**config.mk**
```make
export PLATFORM = sky130hd
export DESIGN_NAME = quadrature_speed_motor_controller
export DESIGN_NICKNAME = d
export VERILOG_FILES = /design/src/rtl/qsmc_pkg.sv /design/src/rtl/qsmc_front.sv /design/src/rtl/qsmc_fifo.sv /design/src/rtl/qsmc_back.sv /design/src/rtl/quadrature_speed_motor_controller.sv
export SDC_FILE = /design/constraint.sdc
export NUM_CORES = 2
export LEC_CHECK = 0
export ABC_CLOCK_PERIOD_IN_PS = 28100
export BUFFER_PORTS_ARGS = -buffer_cell sky130_fd_sc_hd__buf_2
export CAP_MARGIN = 5
export CORE_MARGIN = 2
export CORE_UTILIZATION = 40
export DETAILED_ROUTE_END_ITERATION = 10
export GPL_ROUTABILITY_DRIVEN = 0
export PLACE_DENSITY = 0.6
export SLEW_MARGIN = 20
export SYNTH_ARGS = -nofsm -noshare
export SYNTH_HDL_FRONTEND = slang
export SYNTH_SLANG_ARGS = --single-unit
```
**constraint.sdc**
```tcl
create_clock -name clk -period 28.1 [get_ports clk]
set_clock_uncertainty 0.1 [all_clocks]
set_input_delay 4.215 -clock clk [delete_from_list [all_inputs] [get_ports clk]]
set_output_delay 4.215 -clock clk [all_outputs]
set_load 0.02 [all_outputs]
```
**src/rtl/qsmc_pkg.sv**
```systemverilog
// ----------------------------------------------------------------------------
// qsmc_pkg
// Shared types, codes and tables of the quadrature speed motor controller.
// ----------------------------------------------------------------------------
package qsmc_pkg;

  localparam logic OP_ENC  = 1'b0;
  localparam logic OP_TICK = 1'b1;

  localparam logic [1:0] REG_PROP_GAIN   = 2'd0;
  localparam logic [1:0] REG_FEED_GAIN   = 2'd1;
  localparam logic [1:0] REG_MIN_FORCE   = 2'd2;
  localparam logic [1:0] REG_CAMERA_MODE = 2'd3;

  localparam int CFG_ADDR_BITS = 4;

  typedef struct packed {
    logic              op;
    logic              enc_a;
    logic              enc_b;
    logic [31:0]       now_us;
    logic signed [23:0] target_speed;
  } in_item_t;

  typedef struct packed {
    logic              drive_fwd;
    logic              drive_rev;
    logic [7:0]        duty;
    logic signed [23:0] speed_est;
  } out_item_t;

  typedef struct packed {
    logic [15:0] prop_gain;
    logic [15:0] feed_gain;
    logic [7:0]  min_force;
    logic        camera_mode;
  } cfg_t;

  // Quadrature step for {previous AB, current AB}.
  function automatic logic signed [1:0] step_lut(input logic [3:0] idx);
    logic signed [1:0] s;
    unique case (idx)
      4'd1, 4'd7, 4'd8, 4'd14: s = -2'sd1;
      4'd2, 4'd4, 4'd11, 4'd13: s = 2'sd1;
      default: s = 2'sd0;
    endcase
    return s;
  endfunction

endpackage

```
**src/rtl/qsmc_front.sv**
```systemverilog
// ----------------------------------------------------------------------------
// qsmc_front
// Accepts items, decodes encoder samples into position, queues control ticks.
// ----------------------------------------------------------------------------
module qsmc_front #(
  parameter int POSITION_BITS = 32,
  parameter int ENTRY_BITS    = 88
) (
  input  logic                     clk,
  input  logic                     rst_n,
  input  logic                     in_push,
  output logic                     in_full,
  input  qsmc_pkg::in_item_t       in_data,
  output logic                     q_push,
  output logic [ENTRY_BITS-1:0]    q_data,
  input  logic                     q_full
);
  import qsmc_pkg::*;

  logic [POSITION_BITS-1:0] pos_r, pos_nxt;
  logic [1:0]               last_ab_r;
  logic                     accept;
  logic signed [1:0]        step;

  assign in_full = q_full;
  assign accept  = in_push & ~q_full;
  assign step    = step_lut({last_ab_r, in_data.enc_a, in_data.enc_b});
  assign pos_nxt = pos_r + {{(POSITION_BITS-2){step[1]}}, step};

  assign q_push = accept & (in_data.op == OP_TICK);
  assign q_data = {in_data.now_us, in_data.target_speed, pos_r};

  always_ff @(posedge clk) begin
    if (!rst_n) begin
      pos_r     <= '0;
      last_ab_r <= '0;
    end else if (accept && in_data.op == OP_ENC) begin
      pos_r     <= pos_nxt;
      last_ab_r <= {in_data.enc_a, in_data.enc_b};
    end
  end

endmodule

```
**src/rtl/qsmc_fifo.sv**
```systemverilog
// ----------------------------------------------------------------------------
// qsmc_fifo
// Two-entry queue of control ticks between the front and the back.
// ----------------------------------------------------------------------------
module qsmc_fifo #(
  parameter int WIDTH = 88
) (
  input  logic             clk,
  input  logic             rst_n,
  input  logic             push,
  input  logic [WIDTH-1:0] wdata,
  output logic             full,
  input  logic             pop,
  output logic [WIDTH-1:0] rdata,
  output logic             empty
);
  logic [WIDTH-1:0] mem_r [2];
  logic             wptr_r, rptr_r;
  logic [1:0]       cnt_r;

  assign full  = (cnt_r == 2'd2);
  assign empty = (cnt_r == 2'd0);
  assign rdata = mem_r[rptr_r];

  always_ff @(posedge clk) begin
    if (push) begin
      mem_r[wptr_r] <= wdata;
    end
  end

  always_ff @(posedge clk) begin
    if (!rst_n) begin
      wptr_r <= 1'b0;
      rptr_r <= 1'b0;
      cnt_r  <= 2'd0;
    end else begin
      if (push) wptr_r <= ~wptr_r;
      if (pop)  rptr_r <= ~rptr_r;
      cnt_r <= cnt_r + {1'b0, push} - {1'b0, pop};
    end
  end

endmodule

```
**src/rtl/qsmc_back.sv**
```systemverilog
// ----------------------------------------------------------------------------
// qsmc_back
// Runs one control tick: speed estimate with a bit-serial divider, EMA,
// feedforward plus P, shaping; holds the result until it is taken.
// ----------------------------------------------------------------------------
module qsmc_back #(
  parameter int POSITION_BITS   = 32,
  parameter int MIN_INTERVAL_US = 5000,
  parameter int ENTRY_BITS      = 88
) (
  input  logic                   clk,
  input  logic                   rst_n,
  input  qsmc_pkg::cfg_t         cfg,
  input  logic                   q_empty,
  input  logic [ENTRY_BITS-1:0]  q_data,
  output logic                   q_pop,
  input  logic                   out_pop,
  output logic                   out_empty,
  output qsmc_pkg::out_item_t    out_data
);
  import qsmc_pkg::*;

  localparam int PB  = POSITION_BITS;
  localparam int MW  = (PB > 32) ? PB : 32;
  localparam int NW  = 59;
  localparam int CW  = $clog2(NW);
  localparam logic [27:0] SPEED_SCALE = 28'd256000000;
  localparam logic signed [42:0] ONE_Q20 = 43'sd1 <<< 20;
  localparam logic signed [42:0] LIM_Q20 = 43'sd255 <<< 20;

  typedef enum logic [2:0] {
    S_IDLE, S_CHECK, S_DIV, S_SAT, S_EMA, S_PRODF, S_PRODP, S_DONE
  } state_t;

  state_t             state_r;
  logic [31:0]        now_r, prev_time_r, dt_r;
  logic signed [23:0] target_r, filt_r, raw_r;
  logic [PB-1:0]      pos_r, prev_pos_r;
  logic [NW-1:0]      num_r;
  logic [31:0]        rem_r;
  logic [CW-1:0]      cnt_r;
  logic               neg_r;
  logic signed [40:0] prod_f_r;
  logic signed [41:0] prod_p_r;
  logic               out_valid_r;
  out_item_t          out_r;

  // speed path
  logic [31:0]        dt_w;
  logic [PB-1:0]      d_w, mag_w;
  logic [MW-1:0]      mag_ext;
  logic               big_w;
  logic [32:0]        rem_sh, rem_sub;
  logic signed [32:0] ema_w;
  logic signed [23:0] raw_w;

  // control path
  logic signed [24:0] diff_w;
  logic signed [42:0] u_w, u1_w, u2_w, mf_w, magu_w;
  logic [7:0]         pwm_w, pwm_s;
  logic               small_w, fwd_w, rev_w;

  assign dt_w    = now_r - prev_time_r;
  assign d_w     = pos_r - prev_pos_r;
  assign mag_w   = d_w[PB-1] ? (~d_w + 1'b1) : d_w;
  assign mag_ext = MW'(mag_w);
  assign big_w   = |mag_ext[MW-1:31];

  assign rem_sh  = {rem_r, num_r[NW-1]};
  assign rem_sub = rem_sh - {1'b0, dt_r};

  always_comb begin
    if (neg_r) begin
      raw_w = (num_r > NW'(24'd8388608)) ? -24'sd8388608 : 24'(-num_r[23:0]);
    end else begin
      raw_w = (num_r > NW'(24'd8388607)) ? 24'sd8388607 : $signed(num_r[23:0]);
    end
  end

  assign ema_w = 33'(raw_r) * 33'sd51 + 33'(filt_r) * 33'sd205 + 33'sd128;

  assign diff_w  = 25'(target_r) - 25'(filt_r);
  assign small_w = (target_r > -24'sd512) && (target_r < 24'sd512);
  assign u_w     = 43'(prod_f_r) + 43'(prod_p_r);
  assign mf_w    = $signed({15'd0, cfg.min_force, 20'd0});

  always_comb begin
    u1_w = u_w;
    if (u_w > 0 && u_w < mf_w) u1_w = mf_w;
    if (u_w < 0 && u_w > -mf_w) u1_w = -mf_w;
    u2_w = u1_w;
    if (u1_w > LIM_Q20) u2_w = LIM_Q20;
    if (u1_w < -LIM_Q20) u2_w = -LIM_Q20;
    magu_w = (u2_w < 0) ? -u2_w : u2_w;
    pwm_w  = magu_w[27:20];
    pwm_s  = pwm_w;
    if (cfg.camera_mode) begin
      if (pwm_w != 8'd0 && pwm_w < 8'd120) pwm_s = 8'd120;
    end else begin
      if (pwm_w != 8'd0 && pwm_w < 8'd35) pwm_s = 8'd0;
    end
    fwd_w = (u2_w > ONE_Q20);
    rev_w = !fwd_w && (u2_w < -ONE_Q20);
  end

  assign q_pop     = (state_r == S_IDLE) && !q_empty;
  assign out_empty = !out_valid_r;
  assign out_data  = out_r;

  always_ff @(posedge clk) begin
    if (!rst_n) begin
      state_r     <= S_IDLE;
      out_valid_r <= 1'b0;
      prev_time_r <= '0;
      prev_pos_r  <= '0;
      filt_r      <= '0;
    end else begin
      // load a new beat when the slot frees, else drop the taken one
      if (state_r == S_DONE && (!out_valid_r || out_pop)) begin
        out_valid_r <= 1'b1;
      end else if (out_pop && out_valid_r) begin
        out_valid_r <= 1'b0;
      end
      unique case (state_r)
        S_IDLE: begin
          if (!q_empty) begin
            now_r    <= q_data[ENTRY_BITS-1 -: 32];
            target_r <= $signed(q_data[PB+23:PB]);
            pos_r    <= q_data[PB-1:0];
            state_r  <= S_CHECK;
          end
        end
        S_CHECK: begin
          dt_r  <= dt_w;
          neg_r <= d_w[PB-1];
          rem_r <= '0;
          cnt_r <= '0;
          if (dt_w < 32'(MIN_INTERVAL_US)) begin
            state_r <= S_PRODF;
          end else if (big_w) begin
            raw_r   <= d_w[PB-1] ? -24'sd8388608 : 24'sd8388607;
            state_r <= S_EMA;
          end else begin
            num_r   <= NW'(mag_ext[30:0]) * NW'(SPEED_SCALE);
            state_r <= S_DIV;
          end
        end
        S_DIV: begin
          // one quotient bit per cycle, restoring
          if (!rem_sub[32]) begin
            rem_r <= rem_sub[31:0];
            num_r <= {num_r[NW-2:0], 1'b1};
          end else begin
            rem_r <= rem_sh[31:0];
            num_r <= {num_r[NW-2:0], 1'b0};
          end
          cnt_r <= cnt_r + 1'b1;
          if (cnt_r == CW'(NW-1)) state_r <= S_SAT;
        end
        S_SAT: begin
          raw_r   <= raw_w;
          state_r <= S_EMA;
        end
        S_EMA: begin
          filt_r      <= ema_w[31:8];
          prev_pos_r  <= pos_r;
          prev_time_r <= now_r;
          state_r     <= S_PRODF;
        end
        S_PRODF: begin
          prod_f_r <= 41'(target_r) * 41'($signed({1'b0, cfg.feed_gain}));
          state_r  <= S_PRODP;
        end
        S_PRODP: begin
          prod_p_r <= 42'(diff_w) * 42'($signed({1'b0, cfg.prop_gain}));
          state_r  <= S_DONE;
        end
        S_DONE: begin
          // hold until the output slot is free
          if (!out_valid_r || out_pop) begin
            if (small_w) begin
              filt_r <= '0;
              out_r  <= '0;
            end else begin
              out_r.drive_fwd <= fwd_w;
              out_r.drive_rev <= rev_w;
              out_r.duty      <= (fwd_w || rev_w) ? pwm_s : 8'd0;
              out_r.speed_est <= filt_r;
            end
            state_r <= S_IDLE;
          end
        end
        default: state_r <= S_IDLE;
      endcase
    end
  end

endmodule

```
**src/rtl/quadrature_speed_motor_controller.sv**
```systemverilog
// ----------------------------------------------------------------------------
// quadrature_speed_motor_controller
// Quadrature decoder with a feedforward plus P speed loop for one DC motor.
// ----------------------------------------------------------------------------
//  channel  ports           beat
//  input    in_push/in_full one encoder sample or control tick
//  result   out_pop/out_empty one bridge command per control tick
//  config   cfg_p*          32-bit register write or read
//
// Encoder samples yield no result. A control tick is checked first: a short
// interval skips to the feedforward and P products, a saturated raw speed
// skips to the EMA, else the 59-step bit-serial divider of the back end
// estimates the speed first. Reset is synchronous and clears position,
// speed state and both queues. A full result slot stalls the back end; a
// two-entry tick queue lets the front keep decoding.
module quadrature_speed_motor_controller #(
  parameter int POSITION_BITS   = 32,
  parameter int MIN_INTERVAL_US = 5000
) (
  input  logic                               clk,
  input  logic                               rst_n,
  input  logic                               in_push,
  output logic                               in_full,
  input  qsmc_pkg::in_item_t                 in_data,
  input  logic                               out_pop,
  output logic                               out_empty,
  output qsmc_pkg::out_item_t                out_data,
  input  logic                               cfg_psel,
  input  logic                               cfg_penable,
  input  logic                               cfg_pwrite,
  input  logic [qsmc_pkg::CFG_ADDR_BITS-1:0] cfg_paddr,
  input  logic [31:0]                        cfg_pwdata,
  output logic [31:0]                        cfg_prdata,
  output logic                               cfg_pready
);
  import qsmc_pkg::*;

  localparam int ENTRY_BITS = 56 + POSITION_BITS;

  cfg_t                  cfg_r;
  logic                  q_push, q_pop, q_full, q_empty;
  logic [ENTRY_BITS-1:0] q_wdata, q_rdata;
  logic [1:0]            reg_idx;

  assign cfg_pready = 1'b1;
  assign reg_idx    = cfg_paddr[3:2];

  always_ff @(posedge clk) begin
    if (!rst_n) begin
      cfg_r.prop_gain   <= 16'd737;
      cfg_r.feed_gain   <= 16'd3277;
      cfg_r.min_force   <= 8'd45;
      cfg_r.camera_mode <= 1'b0;
    end else if (cfg_psel && cfg_penable && cfg_pwrite) begin
      unique case (reg_idx)
        REG_PROP_GAIN:   cfg_r.prop_gain   <= cfg_pwdata[15:0];
        REG_FEED_GAIN:   cfg_r.feed_gain   <= cfg_pwdata[15:0];
        REG_MIN_FORCE:   cfg_r.min_force   <= cfg_pwdata[7:0];
        REG_CAMERA_MODE: cfg_r.camera_mode <= cfg_pwdata[0];
        default: ;
      endcase
    end
  end

  always_comb begin
    unique case (reg_idx)
      REG_PROP_GAIN:   cfg_prdata = {16'd0, cfg_r.prop_gain};
      REG_FEED_GAIN:   cfg_prdata = {16'd0, cfg_r.feed_gain};
      REG_MIN_FORCE:   cfg_prdata = {24'd0, cfg_r.min_force};
      REG_CAMERA_MODE: cfg_prdata = {31'd0, cfg_r.camera_mode};
      default:         cfg_prdata = '0;
    endcase
  end

  qsmc_front #(
    .POSITION_BITS(POSITION_BITS),
    .ENTRY_BITS   (ENTRY_BITS)
  ) u_front (
    .clk    (clk),
    .rst_n  (rst_n),
    .in_push(in_push),
    .in_full(in_full),
    .in_data(in_data),
    .q_push (q_push),
    .q_data (q_wdata),
    .q_full (q_full)
  );

  qsmc_fifo #(
    .WIDTH(ENTRY_BITS)
  ) u_fifo (
    .clk  (clk),
    .rst_n(rst_n),
    .push (q_push),
    .wdata(q_wdata),
    .full (q_full),
    .pop  (q_pop),
    .rdata(q_rdata),
    .empty(q_empty)
  );

  qsmc_back #(
    .POSITION_BITS  (POSITION_BITS),
    .MIN_INTERVAL_US(MIN_INTERVAL_US),
    .ENTRY_BITS     (ENTRY_BITS)
  ) u_back (
    .clk      (clk),
    .rst_n    (rst_n),
    .cfg      (cfg_r),
    .q_empty  (q_empty),
    .q_data   (q_rdata),
    .q_pop    (q_pop),
    .out_pop  (out_pop),
    .out_empty(out_empty),
    .out_data (out_data)
  );

endmodule

```
# Word level (Yosys, flattened, before mapping)
# Memory sizes are Yosys's and may differ from the RTL's. A register that Yosys moved wholly into a read port is not among the register bits.
# Index checks and enable logic that the tools add are counted.
word_totals:
  word_cells: 169
  out_inout_bits: 69
  rom_bits: 32
  input_bits: 102
  mem_bits_rw: 176
  reg_bits: 442
  memories: 2
classes:
  reduce_logical: 40
  n_lt_le_gt_ge: 16
  n_mux: 37
  bitwise_logic: 9
  eq_ne: 19
  addsub: 15
  n_mul: 5
mem_list:
  columns: ["memory", "words", "width", "rd", "rd_ports_with_merged_regs", "wr", "line", "source"]
  rows:
  - ["u_fifo.mem_r", 2, 88, 1, 1, 1, "qsmc_fifo.sv:17", "logic [WIDTH-1:0] mem_r [2];"]
  - ["(no name shown)", 16, 2, 1, 0, 0, "qsmc_pkg.sv:42", "unique case (idx)"]
op_table:
  columns: ["cell", "count"]
  rows:
  - ["$mux 24", 8]
  - ["$mux 43", 4]
  - ["$pmux 32 s4", 1]
  - ["$mux 59", 2]
  - ["$pmux 59 s2", 1]
  - ["$pmux 24 s2", 2]
  - ["$lt 43x1->1 const B", 2]
  - ["$add 32x32->32", 2]
  - ["$mux 32", 2]
  - ["$pmux 32 s2", 1]
  - ["$sub 32x32->32", 2]
  - ["$gt 59x23->1 const B", 1]
  - ["$gt 59x24->1 const B", 1]
  - ["$mul 31x14->45 const B", 1]
  - ["$add 41x42->43", 1]
  - ["$gt 43x1->1 const B", 1]
  - ["$gt 43x22->1 const B", 1]
  - ["$gt 43x29->1 const B", 1]
  - ["$gt 43x43->1", 1]
  - ["$lt 43x21->1 const B", 1]
  - ["$lt 43x29->1", 1]
  - ["$lt 43x29->1 const B", 1]
  - ["$neg 28->43", 1]
  - ["$mul 25x17->42", 1]
  - ["other kinds (45)", 101]

# Logic depth before layout (Yosys ltp)
depth:
  depth_word: 14
  depth_mapped: 46
  depth_no_buf: 44

# Modules after synthesis
# Synthesis repeated with hierarchy kept, for this count alone.
hier_totals:
  cells_unflattened: 8333
  hier_area_um2: 81379.3
by_module_without_submodules:
  columns: ["module", "seq_area_each_um2", "area_per_inst_um2", "cells_per_inst", "n_inst"]
  rows:
  - ["qsmc_back", 12622.1, 69175.1, 7369, 1]
  - ["qsmc_fifo", 5385.2, 6651.4, 295, 1]
  - ["qsmc_front", 680.7, 3413.3, 434, 1]
  - ["quadrature_speed_motor_controller", 820.8, 2139.6, 235, 1]

# Worst setup path after synthesis
# OpenSTA, ideal clock, no wires.
synth_path:
  kind: "input -> register"
  start: "input port rst_n"
  end: "register u_back.now_r[0], enable pin"
  setup_time_ns: 0.751
  t_arrival_ns: 13.094
  path_stages: 4
  required_time_ns: 27.249
  n_path_buf: 2
  setup_slack_ns: 14.155
  cell_sequence: "clkbuf_1 inv_1 clkbuf_1 nor4_1"
synth_between:
  elab_chain_len: 1
synth_rtl:
  columns: ["item", "line", "source"]
  rows:
  - ["start: declaration", "quadrature_speed_motor_controller.sv:21", "input logic rst_n,"]
  - ["$reduce_and 3->1 (no line)", null, null]
  - ["end signal: assignment", "qsmc_back.sv:127", "now_r <= q_data[ENTRY_BITS-1 -: 32];"]
  - ["end: declaration", "qsmc_back.sv:36", "logic [31:0] now_r, prev_time_r, dt_r;"]
# Every way passes these cells.
# A chain may end at the register's enable or synchronous reset.

# Worst setup path in the final report
layout_path:
  start: "register u_back.pos_r[1]"
  end: "register u_back.num_r[51], data pin"
layout_between:
  elab_chain_len: 8
layout_rtl:
  columns: ["item", "line", "source"]
  rows:
  - ["start: declaration", "qsmc_back.sv:38", "logic [PB-1:0] pos_r, prev_pos_r;"]
  - ["start signal: assignment", "qsmc_back.sv:129", "pos_r <= q_data[PB-1:0];"]
  - ["$sub 32x32->32 *", "qsmc_back.sv:64", "assign d_w = pos_r - prev_pos_r;"]
  - ["$not 32->32", "qsmc_back.sv:65", "assign mag_w = d_w[PB-1] ? (~d_w + 1'b1) : d_w;"]
  - ["$add 32x1->32", "qsmc_back.sv:65", null]
  - ["$mux 32 *", "qsmc_back.sv:65", null]
  - ["$mul 31x14->45 *", "qsmc_back.sv:144", "num_r <= NW'(mag_ext[30:0]) * NW'(SPEED_SCALE);"]
  - ["$mux 59 *", "qsmc_back.sv:140", "end else if (big_w) begin"]
  - ["$mux 59 *", "qsmc_back.sv:138", "if (dt_w < 32'(MIN_INTERVAL_US)) begin"]
  - ["$pmux 59 s2 *", "qsmc_back.sv:124", "unique case (state_r)"]
  - ["end signal: assignment", "qsmc_back.sv:144", null]
  - ["end signal: assignment", "qsmc_back.sv:152", "num_r <= {num_r[NW-2:0], 1'b1};"]
  - ["end signal: assignment", "qsmc_back.sv:155", "num_r <= {num_r[NW-2:0], 1'b0};"]
  - ["end: declaration", "qsmc_back.sv:39", "logic [NW-1:0] num_r;"]
# Every way passes the cells marked *; elsewhere a longest branch is shown, timed or not. The select of a mux whose other input is x is not followed.

==> run summary <==
Post-synth ARST share: 0
HP Class: reg2reg
Syn Inst Count: 8572
Core ar.: 203000 um2
RSZ-0062 raised after global routing: no
R2R depth: 43
Critical Path Slowest Stage Cell: mux2_2
Crit path kind: reg2reg
Cts hold-fix bufs: 0
Clock-pin slew on the worst setup and hold paths: 0.06 ns
XOR/XNOR share of the synthesized area: 0.0388
Register area share after synthesis: 0.239
Main synth FF type: edfxtp_1
First-pass GRT wire length: 326000 um
Syn avg cell area: 9.53 um2
Initial antenna violation count: 3
Final wirelength: 199000 um
Worst setup path startpoint: u_back.pos_r[1]
Post-synth EDFFs: 535
Die area: 208000 um2
Die Width: 456 um
Final HPWL DP: 154000 um
Clock Latency Late Sink: 0.77 ns
Synth warn: 0
Vias in the first global route: 61000
Critical Path RT: 28.47 ns
Layout cell share with drive strength beyond 1: 0.0670
Critical-path maximum fanout: 19
Period Utilization, post-route: 0.410
Avg WL per Cell: 17.5 um
Worst r2r src: u_back.pos_r[1]
Clk sinks: 706
Post-CTS sizing: 0
Floorplan row count: 165
Library cells used by synthesis: 100
Cts bufs inserted: 85
Post-Synth Adder-Cell Area: 0.378
Post-CTS setup buffers: 0
Most frequent CP cell: fa_1
Multiplexer share of the synthesized area: 0.0195
CP Launch Type: flip-flop
Arrival time worst endpoint: 11.88 ns
CTS tree: yes
Worst setup path end: u_back.num_r[51]
Max cap viols: 0
CTS Root Cell: clkbuf_16
Initial DRT Pass Iterations: 7
Total Nets Final: 10600
Via Count: 59000
Final Hold Fails: 0
Util after Layout: 0.438
I/O Pins: 171
Worst setup EP type: flip-flop
# DRC: 0
CP max stage delay: 0.62 ns
Compound-Gate Fraction of Synth Area: 0.0923
Largest net degree at the start of global routing: 96
Area of the multi-input gates: 55100 um2
Minimum clock period: 11.52 ns
Vias per cell: 5.18
Final setup viols: 0
Initial DRC count: 3707
H-tree depth: 3
Status: finished, final reports clean
DIE HEIGHT: 456 um
R2R Path End: u_back.num_r[51]
# port buffers: 135
Total gr overflow: 0
Tot GR Track Use: 0.195
Pins Over Slew Limit: 0
Area delta synth->final: 8.65%
CTS max path bufs: 3
Register area: 19500 um2
Worst Tran Pin Value: 1.14 ns
#FFs+latches synth: 706
Rel. slew slack: 0.239
ANT nets after route: 0
Initial Utilization: 0.403
Fmax: 0.0868 GHz
Post-Synth Simple-Gate Area: 0.143
Setup_tns: 0 ns
Syn Std Cell Area: 81700 um2
Area after DPL: 85700 um2
Combinational family with the most area after synthesis: adder cells
Worst R2R Setup Slack: 16.58 ns
Final instance area: 88700 um2
Number of fill cells: 19500
cell usage after synthesis (all sizes together), types with 108 or more instances:
library cell | count | area (um2)
nand3 | 158 | 791
nand2 | 989 | 3710
a21oi | 314 | 1570
xor2 | 112 | 981
nor3 | 142 | 711
clkbuf | 276 | 1040
ha | 803 | 10000
fa | 1039 | 20800
a21boi | 108 | 811
and2 | 367 | 2300
dfxtp | 171 | 3420
edfxtp | 535 | 16100
inv | 1629 | 6110
o21ai | 236 | 1180
nor2 | 337 | 1260
xnor2 | 247 | 2160
routing by layer:
metal	up-vias	GRT usage	wire length [um]
li1	27900	-	-
met1	29300	0.261	88900
met2	1381	0.320	92200
met3	338	0.0268	9890
met4	0	0.0721	7760
met5	-	0	0
worst max-delay path, delay by kind of cell, from the launching register on:
kind,cells,cell delay (ns)
adders and majority gates,8,3.49
xor gates and xnor gates,2,0.37
DFF,1,0.44
buffers and inverters,6,1.05
AOI/OAI and AO/OA,16,3.34
muxes,1,0.62
and+or+nand+nor,10,1.81
kinds of logic after synthesis:
logic type               count (synthesis)
buffers and inverters                 1939
multiplexers                           145
other                                    2
flip-flops                             706
AND/OR/NAND/NOR                       2428
adder cells (fa/ha/maj)               1842
XOR/XNOR                               360
AO/OA/AOI/OAI                         1150
sequential cells by signal, indices dropped and copies added (netlist names), 34 cells and up:
name             count
u_back.prod_p_r     42
cfg_r               41
u_back.num_r        59
u_back.prod_f_r     41
u_fifo.mem_r       176
u_back.out_data     34
placed cells by master (no fill, tap or decap), types with 14 or more instances in the layout:
| master | count |
|---|---|
| dfxtp_1 | 168 |
| nand3_1 | 158 |
| o211ai_1 | 33 |
| conb_1 | 17 |
| or2_2 | 17 |
| nand2_1 | 987 |
| and3_1 | 60 |
| a22oi_1 | 26 |
| buf_2 | 134 |
| inv_1 | 1629 |
| clkinv_2 | 14 |
| nor4_1 | 34 |
| o21a_1 | 58 |
| edfxtp_1 | 535 |
| a21boi_0 | 107 |
| o31ai_1 | 24 |
| a21oi_1 | 312 |
| a2111oi_0 | 18 |
| xor2_1 | 108 |
| nor2_1 | 326 |
| o21bai_1 | 27 |
| or3_1 | 77 |
| mux2_2 | 91 |
| fa_1 | 1039 |
| or4_1 | 20 |
| mux2i_1 | 52 |
| ha_1 | 803 |
| o21ai_0 | 225 |
| nand4_1 | 50 |
| nor3_1 | 142 |
| a31oi_1 | 37 |
| and2_1 | 364 |
| nand3b_1 | 14 |
| buf_4 | 131 |
| clkbuf_16 | 85 |
| a211oi_1 | 48 |
| nor2b_1 | 77 |
| nand2b_1 | 49 |
| a21o_1 | 79 |
| xnor2_1 | 244 |
area by class of cell:
cell class	instances	area share
inverters	1630	0.0690
repair buffers	269	0.0195
diodes	3	0.0000846
clock buffers	98	0.0246
well taps	2672	0.0377
multi-input cells	5942	0.620
flip-flops and latches	706	0.220
clock inverters	61	0.00891
worst min path at each step:
stage	start	end	slack, ns	cells past startpoint
final	u_back.prev_pos_r[14]	u_back.prev_pos_r[14]	0.36	2
after global placement	u_back.prev_time_r[21]	u_back.prev_time_r[21]	0.35	2
after floorplan	u_front.pos_r[31]	u_fifo.mem_r[0][31]	0.33	0
after CTS	u_front.pos_r[5]	u_fifo.mem_r[0][5]	0.36	0
after global routing	u_front.pos_r[5]	u_fifo.mem_r[0][5]	0.38	0
after detailed placement	u_back.prev_time_r[21]	u_back.prev_time_r[21]	0.36	2
stage by stage:
stage,setup slack (ns),instances,hold slack (ns)
floorplan,14.16,8587,0.334
global placement,16.84,11200,0.350
detailed placement,16.60,11200,0.357
CTS,16.60,11400,0.362
global route,15.88,11400,0.378
finish,16.58,11400,0.362
Power is not shown: default switching activity piles up to over one toggle a cycle in this logic, so the estimate is an artifact.
